<file path="src/hdl/hti_pkg.sv">
// Shared types and constants for the heightmap triangle interpolation block.
// Used by the controller, the datapath and the top level; depends on nothing.
package hti_pkg;

  // corner read selects
  localparam logic [1:0] CORNER_BASE = 2'd0;  // h1 in the lower triangle, h3 in the upper
  localparam logic [1:0] CORNER_H0   = 2'd1;
  localparam logic [1:0] CORNER_H2   = 2'd2;

  typedef struct packed {
    logic       load;       // latch the accepted input word
    logic       wr_en;      // store the latched height
    logic       calc_addr;  // range check, cell base address, triangle select
    logic [1:0] rd_sel;     // corner to read this cycle
    logic       cap_hb;     // capture base corner from read data
    logic       cap_h0;     // capture h0 from read data
    logic       mul_a;      // first weighted difference
    logic       mul_b;      // second weighted difference
    logic       sum;        // accumulate, round, saturate into output register
  } cmd_t;

  typedef struct packed {
    logic query_in;  // word on the input port is a query
    logic on_grid;   // latched position lies on the grid
  } sts_t;

endpackage

</file>
<file path="src/hdl/hti_ctrl.sv">
// Sequencer for the heightmap lookup: issues datapath commands per word.
// Depends on hti_pkg.
module hti_ctrl (
  input  logic          clk,
  input  logic          rst,
  input  logic          in_valid,
  output logic          in_stall,
  output logic          out_valid,
  input  logic          out_stall,
  input  hti_pkg::sts_t sts,
  output hti_pkg::cmd_t cmd
);
  import hti_pkg::*;

  localparam logic [3:0] S_IDLE = 4'd0;
  localparam logic [3:0] S_WR   = 4'd1;
  localparam logic [3:0] S_ADDR = 4'd2;
  localparam logic [3:0] S_RD0  = 4'd3;
  localparam logic [3:0] S_RD1  = 4'd4;
  localparam logic [3:0] S_RD2  = 4'd5;
  localparam logic [3:0] S_MULA = 4'd6;
  localparam logic [3:0] S_MULB = 4'd7;
  localparam logic [3:0] S_SUM  = 4'd8;
  localparam logic [3:0] S_OUT  = 4'd9;

  logic [3:0] state;
  logic [3:0] state_next;

  always_ff @(posedge clk) begin
    if (rst) begin
      state <= S_IDLE;
    end else begin
      state <= state_next;
    end
  end

  assign in_stall  = (state != S_IDLE);
  assign out_valid = (state == S_OUT);

  always_comb begin
    state_next = state;
    cmd        = '0;
    cmd.rd_sel = CORNER_BASE;
    case (state)
      S_IDLE: begin
        if (in_valid) begin
          cmd.load   = 1'b1;
          state_next = sts.query_in ? S_ADDR : S_WR;
        end
      end
      S_WR: begin
        cmd.wr_en  = 1'b1;
        state_next = S_IDLE;
      end
      S_ADDR: begin
        cmd.calc_addr = 1'b1;
        state_next    = sts.on_grid ? S_RD0 : S_OUT;
      end
      S_RD0: begin
        cmd.rd_sel = CORNER_BASE;
        state_next = S_RD1;
      end
      S_RD1: begin
        cmd.rd_sel = CORNER_H0;
        cmd.cap_hb = 1'b1;
        state_next = S_RD2;
      end
      S_RD2: begin
        cmd.rd_sel = CORNER_H2;
        cmd.cap_h0 = 1'b1;
        state_next = S_MULA;
      end
      S_MULA: begin
        cmd.mul_a  = 1'b1;
        state_next = S_MULB;
      end
      S_MULB: begin
        cmd.mul_b  = 1'b1;
        state_next = S_SUM;
      end
      S_SUM: begin
        cmd.sum    = 1'b1;
        state_next = S_OUT;
      end
      S_OUT: begin
        if (!out_stall) begin
          state_next = S_IDLE;
        end
      end
      default: begin
        state_next = S_IDLE;
      end
    endcase
  end

endmodule

</file>
<file path="config.mk">
export PLATFORM = sky130hd
export DESIGN_NAME = hti_ctrl
export DESIGN_NICKNAME = d
export VERILOG_FILES = /design/src/hdl/hti_pkg.sv /design/src/hdl/hti_ctrl.sv
export SDC_FILE = /design/constraint.sdc
export NUM_CORES = 1
export LEC_CHECK = 0
export BUFFER_PORTS_ARGS = -buffer_cell sky130_fd_sc_hd__buf_2
export CAP_MARGIN = 10
export CORE_AREA = 2 2 39 41
export DETAILED_ROUTE_END_ITERATION = 6
export DIE_AREA = 0 0 41 43
export PLACE_DENSITY = 0.62
export SLEW_MARGIN = 20
export SYNTH_ARGS = -nofsm -noshare
export SYNTH_HDL_FRONTEND = slang
export SYNTH_SLANG_ARGS = --single-unit
</file>
<file path="constraint.sdc">
create_clock -name clk -period 1.05 [get_ports clk]
set_input_delay 0.21 -clock clk [delete_from_list [all_inputs] [get_ports clk]]
set_output_delay 0.21 -clock clk [all_outputs]
set_load 0.03 [all_outputs]
</file>
==> results.md, run 1 <==
- Worst hold start: rst
- Critical path launch point type: flop
- Yosys cell types: 25
- Syn Area/Cell: 7.325 um^2
- Net count of the finished layout: 93
- Final core utilization: 65.91%
- CP Data Arrival Time: 1.18 ns
- Flops & latches, synth: 4
- Critical Path, Cell by Cell: or2b_4, nor3_4, buf_6
- Final wirelength: 1.437 mm
- Largest net degree at the start of global routing: 11
- # setup viols final: 15
- Highest cell delay on the worst timing path: 0.37 ns
- Register area share after synthesis: between 20% and 30%
- Final count of hold timing violations: 0
- Commonest non-fill, non-tap cells in the layout: buf_6, buf_4, nor3_4, buf_2
- Status: finished with violations
- Drt via density: slightly above 5
- Power per cell area: 932.1 mW/mm^2
- CTS tree: yes
- Critical R2R Capture: state[1]
- Max reg flops: 4
- Root Buffer: clkbuf_4
- Placer Congestion: 0.7727
- Synth area leaders: dfxtp_1, nor3_1, buf_2, xor2_1, a2111oi_2
- Clock latency on the worst-skew pair: between 0.2 and 0.3 ns
- Die Footprint: 0.001763 mm^2
- Gr usage total: about a fifth
- Hold WC Path Type: primary input to flop
- Synth area leader: dfxtp_1
- Max_cap viols: 0
- Syn Nets: 54
- Largest regs: state x4
- Unrepaired setup endpoints after global routing: yes
- Top reg by flops: state
- CP Buf/Inv Count: 1
- Mux contribution to synthesized area: 0%
- WHS Path Cells: 3
- Kind of end point of the critical path: primary output
- Hold Path End: state[0]
- Initial Util: between 20% and 30%
- IO Pins: 18
- R2R Path Start: state[0]
- Crit-path leading delay family: simple AND/OR/NAND/NOR gates
- Die width: 41 um
- Total global routing overflow: 0
- Die Ht: 43 um
- Wirelength per Cell: 14.23 um
- R2r setup slk: -0.28 ns
- Hold Buf Count CTS: 0
- DR iter-0 viols: 5
- Synth Area in Adders: 0%
- Share of the synthesized area in the top cell type: 22.78%
- YS warnings: 0
- Cells after Synth: 48
- Worst-margin pin slew: 0.3635 ns
- Placed Instances: 90
- Failing checks: negative setup slack
- Mapped Area: 351.6 um^2
- Final non-filler cell total: 101
- Worst-path clk slew: 0.04 ns
- Peak VDD IR: 0.4407 mV
- Compound-Gate Fraction of Synth Area: 22.06%
- Min Clock Period, post-route: 1.393 ns
- Simple-Gate Fraction of Synth Area: 38.08%
- Largest family of logic cells by synthesized area: simple AND/OR/NAND/NOR gates
- Synth Area in XOR/XNOR: about 5%
- DRC viols: 0
- Share of layout cells above drive strength 1: between 80% and 90%
- Final period util: 132.7%
- Reg2reg path depth: 6
- Post-DRT Antenna Nets: 0
- Max Clk Rate: 717.9 MHz
- Initial antenna violation count: 0
- Number of diodes: 0
- DP HPWL: 840.5 um
- TNS Setup: -4.208 ns
- CP required: 0.84 ns
- Clk buf depth: 2
- H-tree levels: 1
- Final Slew Violations: 0
- Core area: 0.001384 mm^2
- Rows: 14
- Most common cell after layout, fill and taps aside: buf_6
- Critical setup path kind: flop to primary output
- Pre-antenna DRT Iters: 4
- Clock Skews: 0.007118 ns
- CP Depth: 3
- Lkg Pwr: 0.3855 nW
- Total clock sinks: 4
- P&R area growth vs syn: 159.4%
- Via count of the first global-routing pass: 498
- Worst setup margin: -0.3430 ns
- First-pass GRT wire length: 2.366 mm
- Number of buffers created by CTS: 3
- Rel. slew slack: 75.62%
- CP max stage cell: dfxtp_4
- Via count: between 500 and 600
- Maximum fanout along the worst path: 4
- Port Buffers: 17
[stage by stage]
step                total power, mW  hold WS (ns)  area (um^2)  setup slack (ns)
global placement             0.5091        0.5172        649.4           -0.2180
finish                       0.8502        0.2825        912.1           -0.3430
floorplan                    0.4016        0.2794        470.5           -0.2222
CTS                          0.8283        0.2619        878.3           -0.3413
detailed placement           0.5138        0.5158        649.4           -0.2105
global route                 0.8993        0.2830        912.1           -0.3902
[logic make-up (layout without fill, tap and decap cells)]
logic type             count (synthesis)  count (layout)
AO/OA/AOI/OAI                         10              10
XOR/XNOR                               2               2
buffers and inverters                  9              46
flip-flops                             4               4
AND/OR/NAND/NOR                       23              23
[final cells by class]
cell class	count	area, um^2
flip-flops and latches	4	95.09
inverters	4	27.53
repair buffers	39	376.6
well taps	16	20.02
clock buffers	3	22.52
fillers	101	471.7
multi-input cells	35	370.4
[cell usage after synthesis]
| cell | number |
|---|---|
| o21a_1 | 2 |
| xor2_1 | 2 |
| nor4b_1 | 1 |
| a2111oi_0 | 1 |
| inv_1 | 4 |
| nand2_1 | 4 |
| and3_1 | 2 |
| o41ai_1 | 1 |
| or4b_1 | 1 |
| o22ai_1 | 1 |
| or2b_1 | 1 |
| o21ai_0 | 1 |
| a211oi_1 | 1 |
| nand2b_4 | 1 |
| a31oi_1 | 1 |
| nand4b_1 | 1 |
| nor2_1 | 4 |
| or2_1 | 1 |
| dfxtp_1 | 4 |
| a21oi_1 | 1 |
| buf_2 | 4 |
| a2111oi_2 | 1 |
| nand2b_1 | 1 |
| nor3_1 | 6 |
| buf_4 | 1 |
[power by group]
group          internal, mW  switching (mW)  leakage, nW
logic                 0.239           0.220        0.336
registers             0.163          0.0266       0.0356
clock network         0.129          0.0731       0.0138
total                 0.530           0.320        0.385
[per-layer routing]
layer,share of wire [%],up-vias,track usage [%]
met4,3.5,0,14.00
met3,3.8,6,3.141
met5,0,-,0
li1,-,248,-
met2,53,23,31.56
met1,40,237,24.84
[what timing repair did]
item / 4_1_cts / 5_1_grt
setup buffers: 7 / 1
resized for setup: 45 / 6
pin swaps: 8 / 3
endpoints found under the setup margin: 16 / 16
[worst register-to-register path, stage by stage, from the launching register on]
cell	delay [ns]
dfxtp_4	0.38
buf_12	0.14
clkinv_8	0.06
buf_4	0.13
buf_4	0.12
a211oi_1	0.33
a2111oi_2	0.06
[worst max-delay path by stage]
stage / slack (ns) / to / start
3_5_place_dp: -0.21 / state[0] / state[2]
2_1_floorplan: -0.22 / cmd[7] / state[3]
4_1_cts: -0.34 / cmd[7] / state[1]
3_3_place_gp: -0.22 / state[0] / state[2]
5_1_grt: -0.39 / cmd[7] / state[1]
6_report: -0.34 / cmd[7] / state[1]
No activity file was read; power rests on OpenSTA's default activity.
==> run 2: changes to the inputs <==
--- a/config.mk
+++ b/config.mk
@@ -10,7 +10,9 @@
 export CORE_AREA = 2 2 39 41
 export DETAILED_ROUTE_END_ITERATION = 6
 export DIE_AREA = 0 0 41 43
-export PLACE_DENSITY = 0.62
+export HOLD_SLACK_MARGIN = 0.1
+export PLACE_DENSITY = 0.5
+export RECOVER_POWER = 50
 export SLEW_MARGIN = 20
 export SYNTH_ARGS = -nofsm -noshare
 export SYNTH_HDL_FRONTEND = slang
==> run 2 against run 1 <==
Effect of this change:
- the flow still finishes with violations (negative setup slack)
- register-to-register slack improved by 0.05 ns
- power grew 3.0%
- clock skew down 0.0058 ns
- first-iteration DRC count is 20% lower
- sequential power grew 2%
- combinational power grew 6.5%
- wire length decreased by 2.1%
- die area unchanged
- sequential share of layout area is 0.75 points lower
- non-clock buffer count up 4
==> results.md, run 2 (synthesis gave the netlist of run 1 again) <==
- Status: finished with violations (unchanged)
- Failing checks: negative setup slack (unchanged)
- CP max stage cell: dfxtp_2 (was dfxtp_4)
- # setup viols final: 15 (unchanged)
- Placer Congestion: 0.7057 (was 0.7727)
- Initial Util: 25.41% (unchanged)
- Wirelength per Cell: 13.40 um (was 14.23 um)
- Internal power: 0.5568 mW (was 0.5300 mW)
- Register Area: 92.59 um^2 (was 95.09 um^2)
- Critical setup path kind: flop to primary output (unchanged)
- DRC viols: 0 (unchanged)
- Largest net degree at the start of global routing: 11 (unchanged)
- Comb power frac: 55.9% (was 54.0%)
- Max Clk Rate: 702.3 MHz (was 717.9 MHz)
- CP required: 0.84 ns (about the same)
- Min Clock Period, post-route: 1.424 ns (was 1.393 ns)
- DP HPWL: 890 um (was 840.5 um)
- Drt via density: 4.867 (was 5.089)
- Total global routing overflow: 0 (unchanged)
- Post-route cell area: 957.2 um^2 (was 912.1 um^2)
- Kind of end point of the critical path: primary output (unchanged)
- CP Data Arrival Time: 1.21 ns (was 1.18 ns)
- Max_cap viols: 0 (unchanged)
- Rel. slew slack: 72.29% (was 75.62%)
- Core area: 0.001384 mm^2 (unchanged)
- Reg2reg path depth: 4 (was 6)
- Total clock sinks: 4 (unchanged)
- Clk buf depth: 2 (unchanged)
- Hold Buf Count CTS: 0 (unchanged)
- Root Buffer: clkbuf_4 (unchanged)
- Initial antenna violation count: 0 (unchanged)
- Number of diodes: 0 (unchanged)
- Hold Slack: 0.2725 ns (was 0.2825 ns)
- Clock latency on the worst-skew pair: 0.24 ns (was 0.25 ns)
- CTS tree: yes (unchanged)
- Number of buffers created by CTS: 3 (unchanged)
- Hold WC Path Type: primary input to flop (unchanged)
- Seq pwr share: 22.1% (was 22.3%)
- Post-DRT Antenna Nets: 0 (unchanged)
- Via count: 511 (was 514)
- Peak VDD IR: 0.8087 mV (was 0.4407 mV)
- Filler cells: 105 (was 101)
- Rows: 14 (unchanged)
- Commonest non-fill, non-tap cells in the layout: buf_6, buf_4, buf_2, nor2_4, nor3_4 (was buf_6, buf_4, nor3_4, buf_2)
- Die Ht: 43 um (unchanged)
- WHS Path Cells: 3 (unchanged)
- Final count of hold timing violations: 0 (unchanged)
- Switching share of total power: 36.38% (was 37.65%)
- H-tree levels: 1 (unchanged)
- IO Pins: 18 (unchanged)
- NetSw: 0.3184 mW (was 0.3201 mW)
- Clock Skews: 0.001296 ns (was 0.007118 ns)
- Area occupied by multi-input gates: 389.1 um^2 (was 370.4 um^2)
- Most used cell, CP: buf_6
- Unrepaired setup endpoints after global routing: yes (unchanged)
- Worst-margin pin slew: 0.4132 ns (was 0.3635 ns)
- TNS Setup: -4.242 ns (was -4.208 ns)
- Max reg flops: 4 (unchanged)
- Final wirelength: 1.407 mm (was 1.437 mm)
- Pre-antenna DRT Iters: 4 (unchanged)
- Most common cell after layout, fill and taps aside: buf_6 (unchanged)
- Via count of the first global-routing pass: 517 (was 498)
- Port Buffers: 17 (unchanged)
- Gr usage total: 17.54% (was 20.60%)
- First-pass GRT wire length: 2.070 mm (was 2.366 mm)
- Final period util: 135.6% (was 132.7%)
- Die Footprint: 0.001763 mm^2 (unchanged)
- Worst setup margin: -0.3738 ns (was -0.3430 ns)
- Lkg Pwr: 0.4189 nW (was 0.3855 nW)
- Top reg by flops: state (unchanged)
- Critical path launch point type: flop (unchanged)
- Highest cell delay on the worst timing path: 0.33 ns (was 0.37 ns)
- Final Slew Violations: 0 (unchanged)
- Die width: 41 um (unchanged)
- Post-placement cell area: 686.9 um^2 (was 649.4 um^2)
- DR iter-0 viols: 4 (was 5)
- Maximum fanout along the worst path: 3 (was 4)
- Largest regs: state x4 (unchanged)
- Critical Path, Cell by Cell: buf_6, nand2b_4, buf_12, nor3_4, buf_6 (was or2b_4, nor3_4, buf_6)
- Net count of the finished layout: 97 (was 93)
- Share of layout cells above drive strength 1: 82.02% (was 80.00%)
- P&R area growth vs syn: 172.2% (was 159.4%)
- Worst-path clk slew: 0.04 ns (about the same)
- Pre-CTS setup slack: -0.3014 ns (was -0.2105 ns)
- Power per cell area: 914.4 mW/mm^2 (was 932.1 mW/mm^2)
- Clk pwr share: 22.1% (was 23.7%)
==> run 2: changes by cell type in the layout (fill, tap and decap cells not counted), sizes merged <==
cell and change:
buf +4, inv +1, clkinv -1
==> run 2: worst max-delay path, delay by kind of cell (launching register included) <==
| kind | cells | cell delay, ns |
|---|---|---|
| buffers and inverters | 3 | 0.40 |
| DFF | 1 | 0.33 |
| and+or+nand+nor | 2 | 0.25 |
==> run 2: path summary, 6_finish.rpt <==
| check | startpoint | endpoint | slack [ns] |
|---|---|---|---|
| hold reg to reg | state[0] | state[0] | 0.64 |
| hold / removal | rst | state[0] | 0.27 |
| setup / recovery | state[1] | cmd[0] | -0.37 |
| setup reg to reg | state[1] | state[0] | -0.23 |
==> run 2: cell type report <==
type,count,area share (%)
clock buffers,3,2.353
inverters,4,2.353
multi-input cells,35,40.65
flip-flops and latches,4,9.673
well taps,16,2.092
repair buffers,43,42.88
==> run 2: layer usage <==
metal / global-route usage [%] / vias up / wire (um)
li1: - / 255 / -
met1: 20.45 / 238 / 554
met2: 28.13 / 16 / 774
met3: 3.141 / 2 / 70
met4: 10.00 / 0 / 8
met5: 0 / - / 0
==> run 2: repair_timing <==
action / in CTS / in global routing
setup buffers: 4 / 4
resized for setup: 37 / 16
setup endpoints to repair: 15 / 15
pin swaps: 6 / 8
==> run 2: power groups by stage <==
stage               Sequential (mW)  Clock [mW]  Combinational [mW]
finish                        0.193       0.193               0.489
global route                  0.195       0.219               0.522
CTS                           0.187       0.214               0.425
detailed placement            0.192           0               0.350
global placement              0.192           0               0.350
floorplan                     0.181           0               0.221
==> run 2: metrics by stage <==
step           power (mW)  utilization (%)  cells
2_1_floorplan      0.4016                -     48
3_3_place_gp       0.5428            49.64     95
3_5_place_dp       0.5428            49.64     95
4_1_cts            0.8255            62.12    102
5_1_grt            0.9360            69.17    105
6_report           0.8753            69.17    105
